<file path="src/rtl/core/ssmr_pkg.sv">
`timescale 1ns / 1ps
// ----------------------------------------------------------------------------
// ssmr_pkg
// Shared types and constants for the scheduled stereo mute ramp.
// ----------------------------------------------------------------------------
package ssmr_pkg;

   localparam int BLOCK_LEN = 128;
   localparam int FADE_LEN  = 441;

   localparam int SAMPLE_W = 16;
   localparam int GAIN_W   = 25;
   localparam int STEP_W   = 26;
   localparam int POS_W    = 48;
   localparam int FADE_W   = 16;
   localparam int PROD_W   = SAMPLE_W + GAIN_W;
   localparam int OFFSET_W = (BLOCK_LEN > 1) ? $clog2(BLOCK_LEN) : 1;

   localparam logic [GAIN_W-1:0] UNITY_GAIN = GAIN_W'(64'd1 << 24);

   // reciprocal of the fade length, scaled by 2^DIV_SHIFT
   localparam int DIV_SHIFT = 25;
   localparam int RECIP_W   = 26;
   localparam logic [RECIP_W-1:0] FADE_RECIP = RECIP_W'((64'd1 << DIV_SHIFT) / FADE_LEN);
   localparam logic [FADE_W-1:0]  FADE_CONST = FADE_W'(FADE_LEN);

   localparam logic [POS_W:0]      BLOCK_SPAN = (POS_W + 1)'(BLOCK_LEN);
   localparam logic [OFFSET_W-1:0] OFFSET_LAST = OFFSET_W'(BLOCK_LEN - 1);

   // request codes
   localparam logic [2:0] KIND_SAMPLE  = 3'd0;
   localparam logic [2:0] KIND_ENABLE  = 3'd1;
   localparam logic [2:0] KIND_DISABLE = 3'd2;
   localparam logic [2:0] KIND_TOGGLE  = 3'd3;
   localparam logic [2:0] KIND_ONSET   = 3'd4;
   localparam logic [2:0] KIND_RELEASE = 3'd5;

   typedef struct packed {
      logic [2:0]                 req_type;
      logic signed [SAMPLE_W-1:0] left_in;
      logic signed [SAMPLE_W-1:0] right_in;
      logic [POS_W-1:0]           when_sample;
   } ssmr_req_type;

   typedef struct packed {
      logic signed [SAMPLE_W-1:0] left_out;
      logic signed [SAMPLE_W-1:0] right_out;
      logic                       muted;
   } ssmr_rsp_type;

   typedef enum logic [3:0] {
      ST_IDLE,
      ST_CHECK,
      ST_DIFF,
      ST_RECIP,
      ST_BACK,
      ST_FIX,
      ST_GAIN,
      ST_MUL,
      ST_EMIT
   } ssmr_state_type;

   typedef struct packed {
      logic mul_en;
      logic emit;
      logic muted;
   } ssmr_ctrl_type;

endpackage

</file>
<file path="src/rtl/core/ssmr_lane.sv">
`timescale 1ns / 1ps
// ----------------------------------------------------------------------------
// ssmr_lane
// One channel: holds its sample, multiplies by the shared gain, then
// truncates toward zero and saturates to 16 bits.
// ----------------------------------------------------------------------------
module ssmr_lane (
   input  logic                                 clock,
   input  logic                                 load,
   input  logic signed [ssmr_pkg::SAMPLE_W-1:0] sample,
   input  logic                                 mul_en,
   input  logic [ssmr_pkg::GAIN_W-1:0]          gain,
   output logic signed [ssmr_pkg::SAMPLE_W-1:0] result
);
   import ssmr_pkg::*;

   logic signed [SAMPLE_W-1:0] sample_ff, sample_in;
   logic                       neg_ff, neg_in;
   logic [PROD_W-1:0]          prod_ff, prod_in;
   logic [SAMPLE_W-1:0]        mag;
   logic [PROD_W-25:0]         scaled;

   // magnitude of -32768 is 32768, which still fits unsigned 16 bits
   assign mag = sample_ff[SAMPLE_W-1] ? SAMPLE_W'(-sample_ff) : SAMPLE_W'(sample_ff);

   always_comb begin
      sample_in = load ? sample : sample_ff;
      neg_in    = mul_en ? sample_ff[SAMPLE_W-1] : neg_ff;
      prod_in   = mul_en ? PROD_W'(mag) * PROD_W'(gain) : prod_ff;
   end

   always_ff @(posedge clock) begin
      sample_ff <= sample_in;
      neg_ff    <= neg_in;
      prod_ff   <= prod_in;
   end

   assign scaled = prod_ff[PROD_W-1:24];

   always_comb begin
      if (neg_ff) begin
         if (scaled > (PROD_W - 24)'(32768)) begin
            result = -16'sd32768;
         end else begin
            result = SAMPLE_W'(~scaled + 1'b1);
         end
      end else begin
         if (scaled > (PROD_W - 24)'(32767)) begin
            result = 16'sd32767;
         end else begin
            result = SAMPLE_W'(scaled);
         end
      end
   end

endmodule

</file>
<file path="src/rtl/core/ssmr_ctrl.sv">
`timescale 1ns / 1ps
// ----------------------------------------------------------------------------
// ssmr_ctrl
// Mute state, schedule checks at block start, step divider and gain ramp.
// ----------------------------------------------------------------------------
module ssmr_ctrl (
   input  logic                         clock,
   input  logic                         reset,
   input  logic                         req_fire,
   input  ssmr_pkg::ssmr_req_type       req,
   input  logic                         out_free,
   output logic                         busy,
   output logic [ssmr_pkg::GAIN_W-1:0]  gain,
   output ssmr_pkg::ssmr_ctrl_type      ctrl
);
   import ssmr_pkg::*;

   ssmr_state_type state_ff, state_in;

   logic [GAIN_W-1:0]        gain_ff, gain_in;
   logic                     target_ff, target_in;
   logic                     engaged_ff, engaged_in;
   logic signed [STEP_W-1:0] step_ff, step_in;
   logic [POS_W-1:0]         pos_ff, pos_in;
   logic [OFFSET_W-1:0]      offset_ff, offset_in;
   logic [POS_W-1:0]         onset_ff, onset_in;
   logic [POS_W-1:0]         release_ff, release_in;

   // divider datapath
   logic [GAIN_W-1:0]        mag_ff, mag_in;
   logic                     neg_ff, neg_in;
   logic [GAIN_W-1:0]        quot_ff, quot_in;
   logic [GAIN_W+FADE_W-1:0] back_ff, back_in;

   logic                          sample_fire;
   logic                          advance;
   logic                          onset_hit, release_hit;
   logic [GAIN_W+RECIP_W-1:0]     recip_prod;
   logic [GAIN_W+FADE_W-1:0]      remainder;
   logic [GAIN_W-1:0]             quot_fixed;
   logic signed [GAIN_W+1:0]      gain_sum;

   function automatic logic in_window(input logic [POS_W-1:0] at,
                                      input logic [POS_W-1:0] pos);
      logic [POS_W:0] window_end;
      window_end = {1'b0, pos} + BLOCK_SPAN;
      return (at != '0) && (at >= pos) && ({1'b0, at} < window_end);
   endfunction

   assign sample_fire = req_fire && (req.req_type == KIND_SAMPLE);
   assign onset_hit   = in_window(onset_ff, pos_ff);
   assign release_hit = in_window(release_ff, pos_ff);

   // next state
   always_comb begin
      state_in = state_ff;
      unique case (state_ff)
         ST_IDLE: begin
            if (sample_fire) begin
               state_in = (offset_ff == '0) ? ST_CHECK : ST_MUL;
            end
         end
         ST_CHECK: state_in = ST_DIFF;
         ST_DIFF:  state_in = ST_RECIP;
         ST_RECIP: state_in = ST_BACK;
         ST_BACK:  state_in = ST_FIX;
         ST_FIX:   state_in = ST_GAIN;
         ST_GAIN:  state_in = ST_MUL;
         ST_MUL:   state_in = ST_EMIT;
         ST_EMIT: begin
            if (out_free) begin
               state_in = ST_IDLE;
            end
         end
         default:  state_in = ST_IDLE;
      endcase
   end

   // state machine outputs
   always_comb begin
      busy        = (state_ff != ST_IDLE);
      advance     = (state_ff == ST_GAIN) ||
                    ((state_ff == ST_IDLE) && sample_fire && (offset_ff != '0));
      ctrl.mul_en = (state_ff == ST_MUL);
      ctrl.emit   = (state_ff == ST_EMIT) && out_free;
      ctrl.muted  = engaged_ff;
   end

   assign recip_prod = (GAIN_W + RECIP_W)'(mag_ff) * (GAIN_W + RECIP_W)'(FADE_RECIP);
   assign remainder  = (GAIN_W + FADE_W)'(mag_ff) - back_ff;
   // reciprocal quotient is low by at most one
   assign quot_fixed = quot_ff + GAIN_W'(remainder >= (GAIN_W + FADE_W)'(FADE_CONST));
   assign gain_sum   = $signed({2'b00, gain_ff}) + $signed({step_ff[STEP_W-1], step_ff});

   always_comb begin
      gain_in    = gain_ff;
      target_in  = target_ff;
      engaged_in = engaged_ff;
      step_in    = step_ff;
      pos_in     = pos_ff;
      offset_in  = offset_ff;
      onset_in   = onset_ff;
      release_in = release_ff;
      mag_in     = mag_ff;
      neg_in     = neg_ff;
      quot_in    = quot_ff;
      back_in    = back_ff;

      if ((state_ff == ST_IDLE) && req_fire) begin
         case (req.req_type)
            KIND_ENABLE: begin
               target_in  = 1'b0;
               engaged_in = 1'b1;
            end
            KIND_DISABLE: begin
               target_in  = 1'b1;
               engaged_in = 1'b0;
            end
            KIND_TOGGLE: begin
               engaged_in = !engaged_ff;
               target_in  = engaged_ff;
            end
            KIND_ONSET:   onset_in   = req.when_sample;
            KIND_RELEASE: release_in = req.when_sample;
            default: ;
         endcase
      end

      // release is checked after onset, so it wins when both fall in the block
      if (state_ff == ST_CHECK) begin
         if (onset_hit) begin
            target_in  = 1'b0;
            engaged_in = 1'b1;
            onset_in   = '0;
         end
         if (release_hit) begin
            target_in  = 1'b1;
            engaged_in = 1'b0;
            release_in = '0;
         end
      end

      if (state_ff == ST_DIFF) begin
         mag_in = target_ff ? (UNITY_GAIN - gain_ff) : gain_ff;
         neg_in = !target_ff;
      end

      if (state_ff == ST_RECIP) begin
         quot_in = recip_prod[DIV_SHIFT +: GAIN_W];
      end

      if (state_ff == ST_BACK) begin
         back_in = (GAIN_W + FADE_W)'(quot_ff) * (GAIN_W + FADE_W)'(FADE_CONST);
      end

      if (state_ff == ST_FIX) begin
         step_in = neg_ff ? -$signed(STEP_W'(quot_fixed)) : $signed(STEP_W'(quot_fixed));
      end

      if (advance) begin
         if (gain_sum < 0) begin
            gain_in = '0;
         end else if (gain_sum > $signed({2'b00, UNITY_GAIN})) begin
            gain_in = UNITY_GAIN;
         end else begin
            gain_in = GAIN_W'(gain_sum);
         end
         pos_in    = pos_ff + 1'b1;
         offset_in = (offset_ff == OFFSET_LAST) ? '0 : offset_ff + 1'b1;
      end
   end

   always_ff @(posedge clock) begin
      if (reset) begin
         state_ff   <= ST_IDLE;
         gain_ff    <= UNITY_GAIN;
         target_ff  <= 1'b1;
         engaged_ff <= 1'b0;
         step_ff    <= '0;
         pos_ff     <= '0;
         offset_ff  <= '0;
         onset_ff   <= '0;
         release_ff <= '0;
      end else begin
         state_ff   <= state_in;
         gain_ff    <= gain_in;
         target_ff  <= target_in;
         engaged_ff <= engaged_in;
         step_ff    <= step_in;
         pos_ff     <= pos_in;
         offset_ff  <= offset_in;
         onset_ff   <= onset_in;
         release_ff <= release_in;
      end
   end

   always_ff @(posedge clock) begin
      mag_ff  <= mag_in;
      neg_ff  <= neg_in;
      quot_ff <= quot_in;
      back_ff <= back_in;
   end

   assign gain = gain_ff;

endmodule

</file>
<file path="src/rtl/core/scheduled_stereo_mute_ramp.sv">
`timescale 1ns / 1ps
// ----------------------------------------------------------------------------
// scheduled_stereo_mute_ramp
// Click-free stereo mute with block-scheduled onset and release; two
// channel lanes share one ramped gain and a merge stage registers results.
// ----------------------------------------------------------------------------
//  channel   ports                        direction  carries
//  request   req_valid/req_stall/req_data in         command or stereo pair
//  response  rsp_valid/rsp_stall/rsp_data out        scaled pair and mute flag
//
//  the single control sequencer takes commands while idle; a sample pair
//  passes check, diff, recip, back, fix and gain first if it opens a block,
//  where the divider sets the step, then the lane multiply and emit states.
//  reset is synchronous; no clearing pass, the block is ready right away.
//  a stalled response holds its register; the sequencer waits for it to free.
// ----------------------------------------------------------------------------
module scheduled_stereo_mute_ramp (
   input  logic                   clock,
   input  logic                   reset,
   input  logic                   req_valid,
   output logic                   req_stall,
   input  ssmr_pkg::ssmr_req_type req_data,
   output logic                   rsp_valid,
   input  logic                   rsp_stall,
   output ssmr_pkg::ssmr_rsp_type rsp_data
);
   import ssmr_pkg::*;

   ssmr_ctrl_type              ctrl;
   logic                       req_fire;
   logic                       lane_load;
   logic                       out_free;
   logic [GAIN_W-1:0]          gain_w;
   logic signed [SAMPLE_W-1:0] left_w, right_w;

   ssmr_rsp_type rsp_ff, rsp_in;
   logic         rsp_valid_ff, rsp_valid_in;

   assign req_fire  = req_valid && !req_stall;
   assign lane_load = req_fire && (req_data.req_type == KIND_SAMPLE);
   assign out_free  = !rsp_valid_ff || !rsp_stall;

   ssmr_ctrl u_ctrl (
      .clock    (clock),
      .reset    (reset),
      .req_fire (req_fire),
      .req      (req_data),
      .out_free (out_free),
      .busy     (req_stall),
      .gain     (gain_w),
      .ctrl     (ctrl)
   );

   ssmr_lane u_lane_left (
      .clock  (clock),
      .load   (lane_load),
      .sample (req_data.left_in),
      .mul_en (ctrl.mul_en),
      .gain   (gain_w),
      .result (left_w)
   );

   ssmr_lane u_lane_right (
      .clock  (clock),
      .load   (lane_load),
      .sample (req_data.right_in),
      .mul_en (ctrl.mul_en),
      .gain   (gain_w),
      .result (right_w)
   );

   // merge both lanes with the mute flag into the response register
   always_comb begin
      rsp_in       = rsp_ff;
      rsp_valid_in = rsp_valid_ff && rsp_stall;
      if (ctrl.emit) begin
         rsp_in.left_out  = left_w;
         rsp_in.right_out = right_w;
         rsp_in.muted     = ctrl.muted;
         rsp_valid_in     = 1'b1;
      end
   end

   always_ff @(posedge clock) begin
      if (reset) begin
         rsp_valid_ff <= 1'b0;
      end else begin
         rsp_valid_ff <= rsp_valid_in;
      end
   end

   always_ff @(posedge clock) begin
      rsp_ff <= rsp_in;
   end

   assign rsp_valid = rsp_valid_ff;
   assign rsp_data  = rsp_ff;

   a_sample_blocks_next: assert property (@(posedge clock) disable iff (reset)
      lane_load |=> req_stall)
      else $error("request taken while a sample pair is in flight");

   a_emit_into_free: assert property (@(posedge clock) disable iff (reset)
      ctrl.emit |-> out_free)
      else $error("response register overwritten while stalled");

   a_gain_range: assert property (@(posedge clock) disable iff (reset)
      gain_w <= UNITY_GAIN)
      else $error("gain above unity");

   a_emit_when_busy: assert property (@(posedge clock) disable iff (reset)
      ctrl.emit |-> req_stall)
      else $error("response produced while idle");

endmodule

</file>
<file path="config.mk">
export PLATFORM = sky130hd
export DESIGN_NAME = scheduled_stereo_mute_ramp
export DESIGN_NICKNAME = d
export VERILOG_FILES = /design/src/rtl/core/ssmr_pkg.sv /design/src/rtl/core/ssmr_lane.sv /design/src/rtl/core/ssmr_ctrl.sv /design/src/rtl/core/scheduled_stereo_mute_ramp.sv
export SDC_FILE = /design/constraint.sdc
export NUM_CORES = 2
export LEC_CHECK = 0
export BUFFER_PORTS_ARGS = -buffer_cell sky130_fd_sc_hd__buf_4
export CAP_MARGIN = 0
export CORE_AREA = 4 4 421 464
export DETAILED_ROUTE_END_ITERATION = 16
export DIE_AREA = 0 0 425 468
export GPL_TIMING_DRIVEN = 1
export HOLD_SLACK_MARGIN = 0.06
export PLACE_DENSITY_LB_ADDON = 0.2
export SYNTH_ARGS = -nofsm -noshare
export SYNTH_HDL_FRONTEND = slang
export SYNTH_SLANG_ARGS = --single-unit
</file>
<file path="constraint.sdc">
create_clock -name clock -period 7.65 [get_ports clock]
set_input_delay 1.53 -clock clock [delete_from_list [all_inputs] [get_ports clock]]
set_output_delay 1.53 -clock clock [all_outputs]
set_load 0.05 [all_outputs]
</file>
# Word level (Yosys, flattened, before mapping)
# Cells that the tools add are included.
dict set report classes {
  eq_ne 16
  reduce_logical 26
  n_mul 4
  n_lt_le_gt_ge 11
  bitwise 2
  n_addsub 12
  mux 36
}
# operator n
set ops {}
lappend ops {{48-bit 2-to-1 mux} 8}
lappend ops {{16-bit 2-to-1 mux} 8}
lappend ops {{48-bit by 49-bit < comparator with 1-bit output} 2}
lappend ops {{48-bit greater-or-equal comparator} 2}
lappend ops {{48-bit nonzero test} 2}
lappend ops {{16-bit by 25-bit multiplier with 41-bit output} 2}
lappend ops {{25-bit 2-to-1 mux} 3}
lappend ops {{48-bit by 8-bit adder with 49-bit output (second input constant)} 1}
lappend ops {{48-bit by 1-bit adder with 48-bit output (second input constant)} 1}
lappend ops {{25-bit by 17-bit multiplier with 42-bit output (second input constant)} 1}
lappend ops {{41-bit by 9-bit greater-or-equal comparator with 1-bit output (second input constant)} 1}
lappend ops {{4-bit one-hot mux with 9 select lines} 1}
lappend ops {{25-bit by 34-bit subtractor with 35-bit output} 1}
lappend ops {{17-bit by 15-bit > comparator with 1-bit output (second input constant)} 2}
lappend ops {{17-bit by 16-bit > comparator with 1-bit output (second input constant)} 2}
lappend ops {{16-bit by 1-bit adder with 16-bit output (second input constant)} 2}
lappend ops {{16-bit negator} 2}
lappend ops {{16-bit inverter} 2}
lappend ops {{26-bit by 26-bit adder with 27-bit output} 1}
lappend ops {{27-bit by 26-bit > comparator with 1-bit output (second input constant)} 1}
lappend ops {{27-bit by 1-bit < comparator with 1-bit output (second input constant)} 1}
lappend ops {{17-bit by 9-bit multiplier with 26-bit output (second input constant)} 1}
lappend ops {{26-bit 2-to-1 mux} 1}
lappend ops {{25-bit negator with 26-bit output} 1}
lappend ops {{other kinds (26)} 58}
dict set report word_totals {
  inputBits 87
  regBits 435
  wordCells 130
  output_inout_bits 35
}

# Depth between registers and ports, before layout
dict set report depth {
  ltp_word 8
  depth_mapped 32
  depth_no_buf 29
}

# Hierarchy
# Synthesis repeated with hierarchy kept, for this count alone.
dict set report hier_totals {
  hier_cells 6457
  hier_area_um2 57770.4
}
# module area_per_inst_um2 n_inst cells_per_inst
set by_module_without_submodules {}
lappend by_module_without_submodules {ssmr_ctrl 28129.5 1 3158}
lappend by_module_without_submodules {{ssmr_lane (u_lane_left)} 14356.3 1 1633}
lappend by_module_without_submodules {{ssmr_lane (u_lane_right)} 14223.6 1 1627}
lappend by_module_without_submodules {scheduled_stereo_mute_ramp 1061.0 1 39}

# Worst setup path after synthesis
# No wires, ideal clock.
dict set report synth_timing {
  kind {register to register}
  startpoint {reg u_lane_left.sample_ff[0]}
  endpoint {reg u_lane_left.prod_ff[40] (data pin)}
  t_arrival_ns 7.682
  setup_time_ns 0.266
  required_time_ns 7.384
  slack_ns -0.298
  stages_incl_launch_ff 31
  synth_period_minus_slack_ns 7.948
  n_path_buf 3
  cell_sequence {edfxtp_1 > clkbuf_1 > clkbuf_1 > inv_1 > ha_1 > nand2b_1 > or3_1 > o41ai_1 > xnor2_1 > clkbuf_1 > nand2_1 > fa_1 > fa_1 > inv_1 > fa_1 > fa_1 > fa_1 > inv_1 > fa_1 > inv_1 > ha_1 > nand2_1 > a2111oi_0 > nand2_1 > a21o_1 > nand4_1 > a221o_1 > o21ai_0 > a311oi_1 > and4_1 > nor3_1}
}
dict set report synth_via {
  elab_chain_len 3
}
# item line
set synth_rtl {}
lappend synth_rtl {{from (decl)} ssmr_lane.sv:17} ;# logic signed [SAMPLE_W-1:0] sample_ff, sample_in;
lappend synth_rtl {{from (signal assigned)} ssmr_lane.sv:33} ;# sample_ff <= sample_in;
lappend synth_rtl {{16-bit negator} ssmr_lane.sv:24} ;# assign mag = sample_ff[SAMPLE_W-1] ? SAMPLE_W'(-sample_ff) : SAMPLE_W'(sample_ff);
lappend synth_rtl {{16-bit 2-to-1 mux *} ssmr_lane.sv:24}
lappend synth_rtl {{16-bit by 25-bit multiplier with 41-bit output *} ssmr_lane.sv:29} ;# prod_in = mul_en ? PROD_W'(mag) * PROD_W'(gain) : prod_ff;
lappend synth_rtl {{to (signal assigned)} ssmr_lane.sv:35} ;# prod_ff <= prod_in;
lappend synth_rtl {{to (decl)} ssmr_lane.sv:19} ;# logic [PROD_W-1:0] prod_ff, prod_in;
# Every way passes the cells marked *; elsewhere a longest branch is shown, timed or not.
# A chain may end at the register's enable or synchronous reset.

# Final worst setup path
dict set report layout_timing {
  startpoint {reg u_lane_left.sample_ff[4]}
  endpoint {reg u_lane_left.prod_ff[33] (data pin)}
}
# The elaborated chain is that of the path after synthesis.

==> reports/results.txt <==
dominant cell type by area after synthesis -> fa_1
Stages on worst setup path -> 29
die area -> 199000 µm²
Synth Cell Area -> 56800 µm²
Netlist cell types -> 91
Yosys reg bits -> 379
Clock Power Share -> 38.7%
H-tree levels -> 2
Net Sw Frac -> 33.5%
PortBufs -> 121
WS Path Type -> flip-flop to flip-flop
RSZ-0062 raised after global routing -> true
Routed Antenna Nets -> 0
worst reg2reg setup slack -> 0.03 ns
Slew headroom -> 21.2%
CTS Hold Buffers Added -> 0
Final Critical Period -> 7.62 ns
GP Congestion -> 0.857
Startpoint Class -> flip-flop
CTS tree -> yes
reg2reg start -> u_lane_left.sample_ff[4]
TritonRoute pass-1 iters -> 6
DPL Wire Length -> 133 mm
Tightest Hold Check Type -> flip-flop to flip-flop
R2R cell count -> 29
Yosys warning count -> 0
Skew-Pair Late Insertion Delay -> 0.69 ns
worst slew pin tran -> 1.18 ns
drt wl/cell -> 18.7 µm
period utilization -> 99.6%
Syn Nets -> 7865
Routed WL -> 170 mm
TNS Setup -> 0 ns
setup ws final -> 0.0303 ns
initial antenna violation count -> 7
final instance area -> 65900 µm²
PwrDens -> 94.1 nW/µm²
delay-heaviest family, CP -> adder cells
most frequent CP cell -> fa_1
GR Overflow Total -> 0
final setup violating endpoints -> 0
post-synthesis sequential area ratio -> 16.3%
vias in the first global route -> 46300
max-slew violation count -> 0
clk buf depth -> 3
Int Power -> 4.12 mW
DIE HEIGHT -> 468 µm
post-synthesis area per instance -> 9.14 µm²
maximum vdd drop -> 0.000175 V
crit path capture type -> flip-flop
Area growth syn-to-layout -> 15.9%
Max-cap violations -> 0
Crit-path slowest cell -> fa_1
largest net degree at the start of global routing -> 51
# rows -> 168
status -> completed
Starting Density -> 29.8%
Horiz. Die Dim -> 425 µm
Initial DRC Count -> 2224
Placed Area -> 62600 µm²
Crit path largest cell delay -> 0.57 ns
Worst Setup SP -> u_lane_left.sample_ff[4]
global-route wire length before repair -> 267 mm
synth top area cells -> fa_1 30%, ha_1 16%, edfxtp_1 9.0%
commonest non-fill, non-tap cell in the layout -> inv_1
Main synth FF type -> dfxtp_1
Leak -> 31.6 nW
worst path bufs/invs -> 8
Fin. Hold Viols -> 0
CTS buffer count -> 51
CP Max Fanout -> 5
Switch Pwr -> 2.08 mW
final clock skew -> 0.0671 ns
total power -> 6.20 mW
Core Area -> 190000 µm²
dpl ws -> -0.520 ns
hold_ws -> 0.463 ns
Sinks on Clock Net -> 379
root buf cell -> clkbuf_16
Comb power frac -> 24.2%
Critical Path RT -> 8.08 ns
Post-route DRC -> 0
synthesized instance count -> 6219
Worst Path Arrival -> 8.05 ns
Worst-path clk slew -> 0.06 ns
crit path to -> u_lane_left.prod_ff[33]
routed vias/inst -> 4.79
share of post-route cells with drive strength above 1 -> 11.5%
Synth async-reset ratio -> 0%
GRT Util Overall -> 17.1%
depth of the worst hold-timing path -> 2
sequential share of power -> 37.1%
RR Endpoint -> u_lane_left.prod_ff[33]
commonest non-fill, non-tap cells in the layout -> 1185 x inv_1, 827 x nand2_1, 823 x fa_1, 695 x ha_1, 369 x buf_4
area fraction of the dominant cell type after synthesis -> 29.6%
DR vias -> 43400
Post-synth EDFFs -> 170
fin nets -> 8111
Max Fclk -> 0.131 GHz
Top Ports -> 122
-- layer usage --
metal / part of all wire [%] / vias up / track usage [%]
li1: - / 20500 / -
met4: 2.3 / 0 / 3.60
met5: 0 / - / 0
met2: 50 / 766 / 30.4
met1: 45 / 22000 / 22.7
met3: 3.3 / 206 / 1.45
-- worst min path at each step --
stage	start	end	slack, ns
3_3_place_gp	u_ctrl.step_ff[3]	u_ctrl.step_ff[3]	0.45
5_1_grt	u_ctrl.step_ff[2]	u_ctrl.step_ff[2]	0.50
4_1_cts	u_ctrl.step_ff[0]	u_ctrl.step_ff[0]	0.47
3_5_place_dp	u_ctrl.step_ff[21]	u_ctrl.step_ff[21]	0.46
6_report	u_ctrl.step_ff[0]	u_ctrl.step_ff[0]	0.46
2_1_floorplan	u_ctrl.step_ff[10]	u_ctrl.step_ff[10]	0.44
-- cell type report --
class / instances / area [µm²]
clock buffer: 61 / 1350
timing repair buffer: 437 / 3960
tap: 2550 / 3190
clock inverter: 35 / 345
antenna: 1 / 2.50
sequential: 379 / 9300
fill: 19700 / 125000
inverter: 1200 / 4500
multi-input combinational: 4396 / 43200
-- synth_stat cells, types with 78 or more instances --
cell type	n
dfxtp_1	209
and2_1	252
nand2_1	844
inv_1	1200
o21ai_0	136
ha_1	719
fa_1	840
clkbuf_1	225
nand4_1	78
nor2_1	181
a21o_1	110
xnor2_1	205
a21oi_1	300
edfxtp_1	170
-- power groups by stage --
| stage | Clock, mW | Sequential [mW] | Combinational [mW] |
|---|---|---|---|
| 6_report | 2.40 | 2.30 | 1.50 |
| 5_1_grt | 2.56 | 2.31 | 1.66 |
| 4_1_cts | 2.49 | 2.30 | 1.49 |
| 3_5_place_dp | 0 | 2.34 | 1.46 |
| 3_3_place_gp | 0 | 2.34 | 1.45 |
| 2_1_floorplan | 0 | 2.27 | 0.931 |
-- worst reg2reg max path, delay by kind of cell, from the launching register on --
family,cells,cell delay (ns)
adders and majority gates,7,3.22
AOI/OAI and AO/OA,6,1.39
and+or+nand+nor,6,1.08
buffers and inverters,8,0.93
DFF,1,0.43
xor gates and xnor gates,2,0.33
-- stage by stage --
step / std cells / util [%]
2_1_floorplan: 6219 / -
3_3_place_gp: 8902 / 32.9
3_5_place_dp: 8902 / 32.9
4_1_cts: 9031 / 34.1
5_1_grt: 9059 / 34.6
6_report: 9059 / 34.6
-- cells by family (layout without fill, tap and decap cells) --
| logic type | after synthesis | count (layout) | share of synthesized area (%) |
|---|---|---|---|
| adder cells (fa/ha/maj) | 1559 | 1559 | 45.4 |
| flip-flops | 379 | 379 | 16.3 |
| AND/OR/NAND/NOR | 1719 | 1719 | 14.7 |
| other | 0 | 1 | 0 |
| XOR/XNOR | 255 | 256 | 3.93 |
| buffers and inverters | 1445 | 1733 | 9.61 |
| AO/OA/AOI/OAI | 803 | 803 | 9.01 |
| multiplexers | 59 | 59 | 1.05 |
-- flip-flops by register name, indices dropped and copies added (netlist names), 4 cells and up --
register	cells
u_lane_left.prod_ff	17
u_ctrl.state_ff	4
u_ctrl.back_ff	26
u_lane_right.prod_ff	17
u_lane_left.sample_ff	16
u_ctrl.offset_ff	7
u_ctrl.pos_ff	48
u_ctrl.gain	25
u_lane_right.sample_ff	16
u_ctrl.step_ff	26
u_ctrl.onset_ff	48
u_ctrl.quot_ff	17
rsp_data	33
u_ctrl.mag_ff	25
u_ctrl.release_ff	48
-- repair_timing --
item,in CTS,in global routing
resized for setup,49,140
pin swaps,30,122
setup buffers,29,22
setup endpoints to repair,22,23
gates cloned,4,5
(Power assumes the default switching activity.)
